### config.mk
export PLATFORM = sky130hd
export DESIGN_NAME = i2c_master_transaction_top
export DESIGN_NICKNAME = d
export VERILOG_FILES = /design/src/rtl/i2cm_pkg.sv /design/src/rtl/i2cm_regs.sv /design/src/rtl/i2cm_core.sv /design/src/rtl/i2c_master_transaction_top.sv
export SDC_FILE = /design/constraint.sdc
export NUM_CORES = 1
export LEC_CHECK = 0
export BUFFER_PORTS_ARGS = -buffer_cell sky130_fd_sc_hd__buf_2
export CAP_MARGIN = 20
export CORE_ASPECT_RATIO = 1.25
export CORE_UTILIZATION = 59
export DETAILED_ROUTE_END_ITERATION = 7
export HOLD_SLACK_MARGIN = 0.06
export MAX_ROUTING_LAYER = met4
export PLACE_DENSITY = 0.8
export SKIP_CTS_REPAIR_TIMING = 1
export SLEW_MARGIN = 15
export SYNTH_ARGS = -nofsm -noshare
export SYNTH_HDL_FRONTEND = slang
export SYNTH_SLANG_ARGS = --single-unit
export TNS_END_PERCENT = 100
### constraint.sdc
create_clock -name i_clk -period 7.5 [get_ports i_clk]
set_input_delay 0.375 -clock i_clk [delete_from_list [all_inputs] [get_ports i_clk]]
set_output_delay 0.375 -clock i_clk [all_outputs]
set_load 0.005 [all_outputs]
### src/rtl/i2cm_pkg.sv
package i2cm_pkg;

    localparam int MSG_DEPTH = 16;
    localparam int PTR_W     = $clog2(MSG_DEPTH + 1);
    localparam int IDX_W     = $clog2(MSG_DEPTH);

    localparam logic [1:0] FUNC_LOAD  = 2'd0;
    localparam logic [1:0] FUNC_BEGIN = 2'd1;
    localparam logic [1:0] FUNC_TICK  = 2'd2;

    localparam logic [1:0] ST_NONE      = 2'd0;
    localparam logic [1:0] ST_OK        = 2'd1;
    localparam logic [1:0] ST_ADDR_NACK = 2'd2;
    localparam logic [1:0] ST_DATA_NACK = 2'd3;

    localparam logic REG_LOW_TICKS  = 1'b0;
    localparam logic REG_HIGH_TICKS = 1'b1;

    localparam logic [7:0] LOW_TICKS_RST  = 8'd2;
    localparam logic [7:0] HIGH_TICKS_RST = 8'd1;

    typedef struct packed {
        logic [1:0] func;
        logic [7:0] data_byte;
        logic [4:0] byte_count;
        logic       scl_in;
        logic       sda_in;
    } t_in;

    typedef struct packed {
        logic       scl_pull_low;
        logic       sda_pull_low;
        logic       busy_res;
        logic [7:0] read_data;
        logic       read_valid;
        logic       done_res;
        logic [1:0] status;
    } t_out;

    typedef struct packed {
        logic [7:0] low_ticks;
        logic [7:0] high_ticks;
    } t_cfg;

endpackage

### src/rtl/i2cm_regs.sv
module i2cm_regs (
    input  logic          i_clk,
    input  logic          i_rst_n,
    input  logic          psel,
    input  logic          penable,
    input  logic          pwrite,
    input  logic [2:0]    paddr,
    input  logic [31:0]   pwdata,
    output logic [31:0]   prdata,
    output logic          pready,
    output i2cm_pkg::t_cfg o_cfg
);
    import i2cm_pkg::*;

    logic [7:0] r_low_ticks;
    logic [7:0] r_high_ticks;
    logic       wr_en;

    assign wr_en  = psel && penable && pwrite;
    assign pready = 1'b1;

    always_ff @(posedge i_clk) begin
        if (!i_rst_n) begin
            r_low_ticks  <= LOW_TICKS_RST;
            r_high_ticks <= HIGH_TICKS_RST;
        end else if (wr_en) begin
            if (paddr[2] == REG_LOW_TICKS) begin
                r_low_ticks <= pwdata[7:0];
            end else begin
                r_high_ticks <= pwdata[7:0];
            end
        end
    end

    always_comb begin
        if (paddr[2] == REG_LOW_TICKS) begin
            prdata = {24'd0, r_low_ticks};
        end else begin
            prdata = {24'd0, r_high_ticks};
        end
    end

    assign o_cfg.low_ticks  = r_low_ticks;
    assign o_cfg.high_ticks = r_high_ticks;

endmodule

### src/rtl/i2cm_core.sv
module i2cm_core (
    input  logic           i_clk,
    input  logic           i_rst_n,
    input  logic           i_step,
    input  i2cm_pkg::t_in  i_item,
    input  i2cm_pkg::t_cfg i_cfg,
    output i2cm_pkg::t_out o_res
);
    import i2cm_pkg::*;

    typedef enum logic [2:0] {
        PH_IDLE,
        PH_START_WAIT,
        PH_START_HOLD,
        PH_LOW,
        PH_HIGH,
        PH_STOP_HIGH,
        PH_STOP_FREE
    } t_phase;

    logic [7:0]       r_store [MSG_DEPTH];
    logic             r_addr_lsb;
    logic [PTR_W-1:0] r_load_ptr,  n_load_ptr;
    t_phase           r_phase,     n_phase;
    logic [3:0]       r_bit_cnt,   n_bit_cnt;
    logic [7:0]       r_shift,     n_shift;
    logic [PTR_W-1:0] r_byte_pos,  n_byte_pos;
    logic [PTR_W-1:0] r_bytes_left, n_bytes_left;
    logic [7:0]       r_wait,      n_wait;
    logic             r_read_mode, n_read_mode;
    logic             r_addr_phase, n_addr_phase;
    logic             r_scl,       n_scl;
    logic             r_sda,       n_sda;
    logic [1:0]       r_status,    n_status;

    logic             store_we;
    logic [7:0]       store_rd;
    logic [7:0]       low_eff, high_eff;
    logic [8:0]       wc_inc;
    logic             low_hit, high_hit;
    logic             wr_now, wr_next;
    logic             do_setup, do_enter;
    logic [7:0]       sh;
    logic [3:0]       bc;
    logic [PTR_W-1:0] cnt, bl;
    logic [7:0]       rdata;
    logic             rvalid, done;

    // a tick register of zero behaves as one
    assign low_eff  = (i_cfg.low_ticks  == 8'd0) ? 8'd1 : i_cfg.low_ticks;
    assign high_eff = (i_cfg.high_ticks == 8'd0) ? 8'd1 : i_cfg.high_ticks;
    assign wc_inc   = {1'b0, r_wait} + 9'd1;
    assign low_hit  = wc_inc >= {1'b0, low_eff};
    assign high_hit = wc_inc >= {1'b0, high_eff};
    assign wr_now   = r_addr_phase || !r_read_mode;
    assign store_rd = (r_byte_pos < PTR_W'(MSG_DEPTH)) ? r_store[r_byte_pos[IDX_W-1:0]] : 8'd0;

    always_comb begin
        n_load_ptr   = r_load_ptr;
        n_phase      = r_phase;
        n_bit_cnt    = r_bit_cnt;
        n_shift      = r_shift;
        n_byte_pos   = r_byte_pos;
        n_bytes_left = r_bytes_left;
        n_wait       = r_wait;
        n_read_mode  = r_read_mode;
        n_addr_phase = r_addr_phase;
        n_scl        = r_scl;
        n_sda        = r_sda;
        n_status     = r_status;
        store_we     = 1'b0;
        do_setup     = 1'b0;
        do_enter     = 1'b0;
        rdata        = 8'd0;
        rvalid       = 1'b0;
        done         = 1'b0;
        sh           = r_shift;
        bc           = r_bit_cnt;
        cnt          = '0;
        bl           = r_bytes_left;
        wr_next      = 1'b0;

        case (i_item.func)
            FUNC_LOAD: begin
                if (r_phase == PH_IDLE && r_load_ptr < PTR_W'(MSG_DEPTH)) begin
                    store_we   = 1'b1;
                    n_load_ptr = r_load_ptr + PTR_W'(1);
                end
            end
            FUNC_BEGIN: begin
                if (r_phase == PH_IDLE) begin
                    if (i_item.byte_count == 5'd0) begin
                        cnt = PTR_W'(1);
                    end else if (int'(i_item.byte_count) > MSG_DEPTH) begin
                        cnt = PTR_W'(MSG_DEPTH);
                    end else begin
                        cnt = PTR_W'(i_item.byte_count);
                    end
                    n_bytes_left = cnt;
                    n_byte_pos   = '0;
                    n_load_ptr   = '0;
                    n_addr_phase = 1'b1;
                    n_read_mode  = r_addr_lsb;
                    n_status     = ST_NONE;
                    n_shift      = 8'hFF;
                    n_bit_cnt    = 4'd0;
                    n_scl        = 1'b0;
                    n_sda        = 1'b0;
                    n_wait       = 8'd0;
                    n_phase      = PH_START_WAIT;
                end
            end
            FUNC_TICK: begin
                case (r_phase)
                    PH_START_WAIT: begin
                        if (!i_item.scl_in) begin
                            n_wait = 8'd0;
                        end else if (high_hit) begin
                            n_sda   = 1'b1;
                            n_wait  = 8'd0;
                            n_phase = PH_START_HOLD;
                        end else begin
                            n_wait = wc_inc[7:0];
                        end
                    end
                    PH_START_HOLD: begin
                        n_wait = wc_inc[7:0];
                        if (high_hit) begin
                            n_scl    = 1'b1;
                            n_sda    = 1'b0;
                            do_setup = 1'b1;
                        end
                    end
                    PH_LOW: begin
                        n_wait = wc_inc[7:0];
                        if (low_hit) begin
                            n_scl   = 1'b0;
                            n_wait  = 8'd0;
                            n_phase = PH_HIGH;
                        end
                    end
                    PH_HIGH: begin
                        if (!i_item.scl_in) begin
                            n_wait = 8'd0;
                        end else begin
                            // sample SDA on the first tick SCL is seen high
                            if (r_wait == 8'd0) begin
                                sh = {r_shift[6:0], i_item.sda_in};
                            end
                            n_shift = sh;
                            n_wait  = wc_inc[7:0];
                            if (high_hit) begin
                                n_scl = 1'b1;
                                if (r_bit_cnt < 4'd8) begin
                                    bc        = r_bit_cnt + 4'd1;
                                    n_bit_cnt = bc;
                                    if (bc == 4'd8) begin
                                        if (wr_now) begin
                                            n_shift = 8'hFF;
                                        end else begin
                                            rdata   = sh;
                                            rvalid  = 1'b1;
                                            // ACK unless this is the last byte
                                            n_shift = (r_bytes_left == PTR_W'(1)) ? 8'hFF : 8'h00;
                                        end
                                    end
                                    do_enter = 1'b1;
                                end else if (wr_now && sh[0]) begin
                                    n_sda    = 1'b0;
                                    n_shift  = 8'hFF;
                                    n_phase  = PH_IDLE;
                                    n_status = r_addr_phase ? ST_ADDR_NACK : ST_DATA_NACK;
                                    done     = 1'b1;
                                end else begin
                                    if (wr_now) begin
                                        n_addr_phase = 1'b0;
                                    end
                                    n_shift = 8'hFF;
                                    if (r_bytes_left != '0) begin
                                        bl = r_bytes_left - PTR_W'(1);
                                    end
                                    n_bytes_left = bl;
                                    if (bl == '0) begin
                                        n_phase = PH_STOP_HIGH;
                                        n_scl   = 1'b0;
                                        n_sda   = 1'b1;
                                        n_wait  = 8'd0;
                                    end else begin
                                        do_setup = 1'b1;
                                    end
                                end
                            end
                        end
                    end
                    PH_STOP_HIGH: begin
                        if (!i_item.scl_in) begin
                            n_wait = 8'd0;
                        end else if (high_hit) begin
                            n_sda   = 1'b0;
                            n_wait  = 8'd0;
                            n_phase = PH_STOP_FREE;
                        end else begin
                            n_wait = wc_inc[7:0];
                        end
                    end
                    PH_STOP_FREE: begin
                        n_wait = wc_inc[7:0];
                        if (low_hit) begin
                            n_phase  = PH_IDLE;
                            n_status = ST_OK;
                            done     = 1'b1;
                        end
                    end
                    default: begin
                    end
                endcase
            end
            default: begin
            end
        endcase

        wr_next = n_addr_phase || !n_read_mode;

        // load the next byte when writing, then drop SCL for its first bit
        if (do_setup) begin
            if (wr_next) begin
                n_shift    = store_rd;
                n_byte_pos = r_byte_pos + PTR_W'(1);
            end else begin
                n_shift = 8'hFF;
            end
            n_bit_cnt = 4'd0;
            do_enter  = 1'b1;
        end

        if (do_enter) begin
            n_scl   = 1'b1;
            n_wait  = 8'd0;
            n_phase = PH_LOW;
            if (n_bit_cnt < 4'd8) begin
                n_sda = wr_next ? ~n_shift[7] : 1'b0;
            end else begin
                n_sda = wr_next ? 1'b0 : ~n_shift[7];
            end
        end
    end

    always_ff @(posedge i_clk) begin
        if (!i_rst_n) begin
            r_load_ptr   <= '0;
            r_phase      <= PH_IDLE;
            r_bit_cnt    <= 4'd0;
            r_shift      <= 8'hFF;
            r_byte_pos   <= '0;
            r_bytes_left <= '0;
            r_wait       <= 8'd0;
            r_read_mode  <= 1'b0;
            r_addr_phase <= 1'b0;
            r_scl        <= 1'b0;
            r_sda        <= 1'b0;
            r_status     <= ST_NONE;
        end else if (i_step) begin
            r_load_ptr   <= n_load_ptr;
            r_phase      <= n_phase;
            r_bit_cnt    <= n_bit_cnt;
            r_shift      <= n_shift;
            r_byte_pos   <= n_byte_pos;
            r_bytes_left <= n_bytes_left;
            r_wait       <= n_wait;
            r_read_mode  <= n_read_mode;
            r_addr_phase <= n_addr_phase;
            r_scl        <= n_scl;
            r_sda        <= n_sda;
            r_status     <= n_status;
        end
    end

    // store has no reset; address LSB is mirrored when entry 0 is written
    always_ff @(posedge i_clk) begin
        if (i_step && store_we) begin
            r_store[r_load_ptr[IDX_W-1:0]] <= i_item.data_byte;
            if (r_load_ptr == '0) begin
                r_addr_lsb <= i_item.data_byte[0];
            end
        end
    end

    assign o_res.scl_pull_low = n_scl;
    assign o_res.sda_pull_low = n_sda;
    assign o_res.busy_res     = (n_phase != PH_IDLE);
    assign o_res.read_data    = rdata;
    assign o_res.read_valid   = rvalid;
    assign o_res.done_res     = done;
    assign o_res.status       = n_status;

endmodule

### src/rtl/i2c_master_transaction_top.sv
// I2C master transaction engine. Load beats fill a 16-byte message store (address
// byte first, LSB set means read); a begin beat starts START, address, data and
// STOP on the bus, and each tick beat carries sampled SCL/SDA and advances the
// bus sequencer by one step. Every input beat yields exactly one result beat
// with the open-drain drives, busy, read byte and status. One beat is taken
// per clock while the output side keeps up; a beat passes an input register
// and the sequencer logic into the result register, and waits in the input
// register while the output side is not ready. Timing registers (APB, byte 0
// low ticks, byte 4 high ticks) may be written only while no transfer is running.
module i2c_master_transaction_top (
    input  logic           i_clk,
    input  logic           i_rst_n,
    input  logic           i_in_valid,
    output logic           o_in_ready,
    input  i2cm_pkg::t_in  i_in_data,
    output logic           o_out_valid,
    input  logic           i_out_ready,
    output i2cm_pkg::t_out o_out_data,
    input  logic           psel,
    input  logic           penable,
    input  logic           pwrite,
    input  logic [2:0]     paddr,
    input  logic [31:0]    pwdata,
    output logic [31:0]    prdata,
    output logic           pready
);
    import i2cm_pkg::*;

    logic   r_in_valid;
    t_in    r_in;
    logic   r_out_valid;
    t_out   r_out;
    logic   step;
    t_cfg   cfg;
    t_out   res;

    // the held beat moves on when the result register is empty or being taken
    assign step       = r_in_valid && (!r_out_valid || i_out_ready);
    assign o_in_ready = !r_in_valid || step;

    i2cm_regs u_regs (
        .i_clk   (i_clk),
        .i_rst_n (i_rst_n),
        .psel    (psel),
        .penable (penable),
        .pwrite  (pwrite),
        .paddr   (paddr),
        .pwdata  (pwdata),
        .prdata  (prdata),
        .pready  (pready),
        .o_cfg   (cfg)
    );

    i2cm_core u_core (
        .i_clk   (i_clk),
        .i_rst_n (i_rst_n),
        .i_step  (step),
        .i_item  (r_in),
        .i_cfg   (cfg),
        .o_res   (res)
    );

    always_ff @(posedge i_clk) begin
        if (!i_rst_n) begin
            r_in_valid  <= 1'b0;
            r_out_valid <= 1'b0;
        end else begin
            if (o_in_ready) begin
                r_in_valid <= i_in_valid;
            end
            if (step) begin
                r_out_valid <= 1'b1;
            end else if (i_out_ready) begin
                r_out_valid <= 1'b0;
            end
        end
    end

    always_ff @(posedge i_clk) begin
        if (o_in_ready && i_in_valid) begin
            r_in <= i_in_data;
        end
        if (step) begin
            r_out <= res;
        end
    end

    assign o_out_valid = r_out_valid;
    assign o_out_data  = r_out;

    a_done_not_busy: assert property (@(posedge i_clk) disable iff (!i_rst_n)
        o_out_valid && o_out_data.done_res |-> !o_out_data.busy_res)
        else $error("transfer end reported while still busy");

    a_done_has_status: assert property (@(posedge i_clk) disable iff (!i_rst_n)
        o_out_valid && o_out_data.done_res |-> o_out_data.status != ST_NONE)
        else $error("transfer end without an outcome");

    a_read_not_done: assert property (@(posedge i_clk) disable iff (!i_rst_n)
        o_out_valid && o_out_data.read_valid |-> !o_out_data.done_res
            && o_out_data.busy_res)
        else $error("read byte outside a running transfer");

    a_no_stall_when_empty: assert property (@(posedge i_clk) disable iff (!i_rst_n)
        !r_out_valid |-> o_in_ready)
        else $error("input stalled with empty result register");

endmodule
== Yosys cells after proc, flatten, opt, wreduce, memory -nomap -nowiden ==
Memories as Yosys holds them, arrays and structs flattened. A register that Yosys moved wholly into a read port is not among the register bits.
Cells that the tools add are included.
Cells by class
  $add $sub $neg: 5
  bitwise operators: 8
  equality and inequality tests: 22
  order comparisons: 7
  muxes and demuxes: 150
  reductions and logical operators: 41
Operator list (count)
  8-bit 2-to-1 mux: 28
  5-bit 2-to-1 mux: 21
  1-bit 2-to-1 mux: 57
  3-bit 2-to-1 mux: 13
  4-bit 2-to-1 mux: 8
  8-bit one-hot mux with 2 select lines: 2
  8-bit one-hot mux with 4 select lines: 1
  8-bit logical NOT: 3
  5-bit one-hot mux with 2 select lines: 2
  9-bit by 8-bit >= comparator with 1-bit output: 2
  5-bit logical NOT: 3
  3-bit one-hot mux with 5 select lines: 1
  2-bit 2-to-1 mux: 6
  5-bit by 1-bit adder with 5-bit output, second input constant: 2
  5-bit < comparator, second input constant: 2
  1-bit one-hot mux with 2 select lines: 5
  8-bit by 1-bit adder with 9-bit output, second input constant: 1
  3-bit equality test, second input constant: 3
  3-bit nonzero test: 3
  4-bit < comparator, second input constant: 2
  2-bit != test, second input constant: 4
  1-bit NOT: 8
  2-bit one-hot mux with 2 select lines: 2
  4-bit one-hot mux with 2 select lines: 1
  30 further kinds: 53
Storage, ports and cells
  input port bits: 59
  memories: 1
  output and inout bits: 50
  bits in registers: 95
  RAM bits: 128
  logic and storage cells: 264
Memories
  u_core.r_store: words 16, bits a word 8, read ports 1, clocked after Yosys merged registers in 1, write ports 1, line i2cm_core.sv:21  | logic [7:0] r_store [MSG_DEPTH];

== Depth between registers and ports, before layout ==
  depth in word-level cells: 25
  depth in mapped cells: 16
  depth with buffers taken out: 13

== Modules after synthesis ==
A second synthesis with hierarchy kept.
Unflattened totals
  cells, all modules: 939
  area total of the unflattened synthesis: 11295.8 sq um
Modules (own cells, without submodules)
  i2cm_core: instances 1, cells an instance 796, seq. area each 4834.6 sq um, area each 9260.1 sq um
  i2c_master_transaction_top: instances 1, cells an instance 41, seq. area each 1001.0 sq um, area each 1064.8 sq um
  i2cm_regs: instances 1, cells an instance 102, seq. area each 320.3 sq um, area each 970.9 sq um

== Worst setup path before layout ==
Ideal clock, no wire load.
  kind: register to register
  start point: reg u_core.r_wait[0]
  end point: reg with a tool-made name
  setup time: 0.097 ns
  path slack: 3.737 ns
  path buffers: 1
  required time: 7.403 ns
  period minus slack after synthesis: 3.763 ns
  data arrival time: 3.666 ns
  stages on the path, launching flop included: 15
  cell sequence: dfxtp_1 > ha_1 > nand3_1 > or2_2 > xnor2_1 > ha_1 > a21o_1 > a221oi_1 > o211ai_1 > o211ai_1 > nor3b_1 > and2_1 > buf_2 > a21oi_1 > a211oi_1
RTL lines
  from (decl): line i2cm_core.sv:29  | logic [7:0] r_wait, n_wait;
  from (signal assigned): line i2cm_core.sv:269  | r_wait <= n_wait;

==> run_results.csv <==
group,metric,value,unit
placed_design,dpl.hpwl,16.14,mm
placed_design,pre_cts_slack,2857,ps
global_routing,grt_use_met1,31.89,%
cts,cts_num_sinks,227,
route,final_antenna_net_count,0,
cts,clock-root-buffer,"clkbuf_16",
cts,cts_tree,"built",
yosys,synth-simple-area-share,13.07,%
pwr,p_leak,4.407,nW
setup_path,crit_type,"flop to flop",
yosys,synth_warnings,0,
yosys,synth_top_family_by_area,"simple AND/OR/NAND/NOR gates",
pwr,irDropWorstVdd,0.1885,mV
setup_path,crit_arrival,4910,ps
setup_path,reg2reg_setup_slack,2840,ps
yosys,syn_area,0.01101,mm²
yosys,synth-edff-count,161,
timing,final.setup_skew,9.104,ps
yosys,post_synth_xor_area_fraction,0.7955,%
pwr,netSwitchingPower,0.5905,mW
pwr,powerDensity,218.2,mW/mm²
timing,hold_viol,0,
route,drt-vias-per-instance,6.061,
timing,tightest_slew,986.6,ps
global_routing,grt.overflow.total,0,
route,routedWlPerCell,19.74,µm
setup_path,crit_end,"o_out_data[13]$_DFFE_PP_",
cts,worstSkewPairLatency,500,ps
status,status,"completed",
timing,fmax,214.7,MHz
cts,numCtsBuffers,23,
global_routing,busiest_layer,"met2",
route,vias,7528,
pwr,power_frac_comb,6.4,%
floorplan,die_h,154.7,µm
job,maxCapViolCount,0,
route,routed_wl,24.52,mm
floorplan,die-width,124.2,µm
final_layout,drive_above_1_share,15.68,%
final_layout,fillers,1328,
timing,fin_crit_sh,62.09,%
setup_path,startpoint,"u_core.r_wait[0]$_SDFFE_PN0P_",
yosys,synth_seq_cells,227,
yosys,avgSynthCellArea,11.76,µm²
floorplan,start_util,60.61,%
floorplan,rows,55,
placed_design,post_dp_cell_area,0.01138,mm²
global_routing,antenna_found_initial,0,
setup_path,reg2reg_to,"o_out_data[13]$_DFFE_PP_",
timing,final-setup-viol-count,0,
setup_path,cp-start-kind,"flop",
yosys,muxShareOfSynthArea,9.557,%
yosys,synth_ff_type,"edfxtp_1",
pwr,swShare,22.04,%
cts,cts_max_level,1,
route,first_iter_violations,682,
setup_path,cp-end-kind,"flop",
cts,ctsLongestPathBuffers,3,
pwr,p_clk_share,41.9,%
route,route.detailed.drc,0,
final_layout,antennaDiodeCount,0,
pwr,p_total,2.680,mW
floorplan,io_pins,109,
global_routing,met3_usage,4.167,%
floorplan,core_area,0.01817,mm²
yosys,yosysSeqAreaShare,55.91,%
global_routing,grt_pass1_vias,7320,
timing,final_max_slew_viol_count,0,
global_routing,grt_use_met2,46.04,%
setup_path,critPathRequiredTime,7760,ps
timing,min_period,4657,ps
yosys,synth_compound_area_share,11.73,%
cts,clkTransAtPathRegs,60,ps
yosys,async_reset_ff_share,0,%
global_routing,grt_max_degree,62,
pwr,p_int,2.089,mW
yosys,yosysUniqueCellTypes,77,
floorplan,die_area,0.01922,mm²
setup_path,reg2reg_from,"u_core.r_wait[0]$_SDFFE_PN0P_",
final_layout,final_area,0.01228,mm²
final_layout,area_growth,11.53,%
setup_path,ff2ff_path_depth,13,
timing,rsz0062_at_grt,"false",
hold_path,hp-class,"primary input to flop",
timing,slew_headroom,34.23,%
timing,fin_ws,2843,ps
setup_path,path_max_fanout,23,
placed_design,portBuffers,57,
global_routing,grt_pass1_wl,38.09,mm
yosys,syn_inst,936,
global_routing,grt.total_usage,26.95,%
placed_design,gp_congestion,0.9292,
timing,fin_tns_setup,0,ps
route,dr.pass1.iters,5,
yosys,synth_adder_area_share,4.091,%
pwr,p_seq_share,51.8,%
final_layout,nNetsFinal,1093,
## routing by layer
metal / part of all wire (%) / wire [µm]
met1: 40 / 9739
met2: 52 / 12770
met3: 4.9 / 1197
met4: 3.3 / 811
met5: 0 / 0
## worst min path at each step
stage / from / to / slack (ps) / cells past startpoint
detailed placement: u_regs.r_low_ticks[5]$_SDFFE_PN0P_ / u_regs.r_low_ticks[5]$_SDFFE_PN0P_ / 460 / 2
CTS: i_in_data[8] / r_in[8]$_DFFE_PP_ / 30 / 1
floorplan: u_regs.r_low_ticks[4]$_SDFFE_PN0P_ / u_regs.r_low_ticks[4]$_SDFFE_PN0P_ / 440 / 2
global route: i_in_data[0] / r_in[0]$_DFFE_PP_ / 60 / 1
global placement: u_regs.r_low_ticks[4]$_SDFFE_PN0P_ / u_regs.r_low_ticks[4]$_SDFFE_PN0P_ / 450 / 2
finish: i_in_data[0] / r_in[0]$_DFFE_PP_ / 70 / 1
## flip-flops by register name, summed over array words and instances (netlist names), 2 cells and up, named ones only
signal               count
u_core.r_phase           3
r_in                    17
o_out_data              15
u_core.r_status          2
u_core.r_bytes_left      5
u_core.r_shift           8
u_regs.r_high_ticks      8
u_core.r_bit_cnt         4
u_core.r_load_ptr        5
u_core.r_wait            8
u_core.r_store         128
u_core.r_byte_pos        5
u_regs.r_low_ticks       8
## metrics by stage
stage / hold WS, ps / instances / util [%]
floorplan: 443.5 / 959 / -
global placement: 452.7 / 1185 / 62.65
detailed placement: 458.1 / 1185 / 62.65
CTS: 33.07 / 1226 / 66.71
global route: 60.60 / 1242 / 67.60
finish: 73.04 / 1242 / 67.60
## cell families (layout without fill, tap and decap cells)
| logic type | count (synthesis) | after routing |
|---|---|---|
| buffers and inverters | 111 | 166 |
| AO/OA/AOI/OAI | 195 | 195 |
| other | 2 | 25 |
| AND/OR/NAND/NOR | 299 | 299 |
| flip-flops | 227 | 227 |
| adder cells (fa/ha/maj) | 36 | 36 |
| multiplexers | 56 | 56 |
| XOR/XNOR | 10 | 10 |
## cells in the mapped netlist, types with 4 or more instances
library cell,count,share of area [%]
mux4_2,39,8.0
a21boi_0,14,0.95
nand2b_1,16,0.91
clkbuf_1,31,1.1
a21oi_1,51,2.3
a31oi_1,11,0.63
nand4_1,13,0.74
nor2b_1,11,0.63
inv_1,39,1.3
a21o_1,7,0.48
nand3_1,31,1.4
and3_1,4,0.23
or3_1,5,0.28
xnor2_1,4,0.32
nor2_1,63,2.1
o21ai_0,36,1.6
ha_1,36,4.1
buf_4,25,1.7
nor3_1,18,0.82
buf_1,7,0.24
o211ai_1,17,1.2
mux2i_1,14,1.3
nor3b_1,6,0.41
edfxtp_1,161,44
dfxtp_1,66,12
o21ai_1,6,0.27
o22ai_1,4,0.23
nand2_1,107,3.6
xor2_1,6,0.48
and2_1,6,0.34
a21boi_1,4,0.27
buf_2,7,0.32
## area by class of cell
type	count	area, µm²	share of cell area, %
clock inverters	16	155.1	1.263
multi-input cells	621	4414	35.95
inverters	40	150.1	1.223
repair buffers	85	535.5	4.361
clock buffers	25	583.1	4.748
well taps	228	285.3	2.323
flip-flops and latches	227	6157	50.14
## cell usage in the layout (no fill, tap or decap), types with 18 or more instances in the layout
| cell type | instances |
|---|---|
| inv_1 | 39 |
| clkbuf_16 | 23 |
| nor3_1 | 18 |
| ha_1 | 36 |
| a21oi_1 | 51 |
| edfxtp_1 | 161 |
| o21ai_0 | 36 |
| nand2_1 | 107 |
| mux4_2 | 39 |
| nor2_1 | 63 |
| nand3_1 | 31 |
| dfxtp_1 | 65 |
| conb_1 | 25 |
| buf_2 | 57 |
## power by group through the flow
stage / Combinational [mW] / Sequential [mW] / Clock (mW)
floorplan: 0.121 / 1.40 / 0
global placement: 0.158 / 1.41 / 0
detailed placement: 0.160 / 1.41 / 0
CTS: 0.161 / 1.39 / 1.14
global route: 0.189 / 1.39 / 1.18
finish: 0.170 / 1.39 / 1.12
## worst max-delay path: stages, from the launching register on
cell      delay, ps
dfxtp_1         420
ha_1            250
nand3_1         200
or2_2           390
xnor2_1         240
ha_1            290
a21o_1          180
a221oi_1        340
o211ai_1        140
buf_4           240
o211ai_1        650
nor3b_1         490
a32oi_1         190
o31ai_1         410
Power figures use the tool's default switching activity.
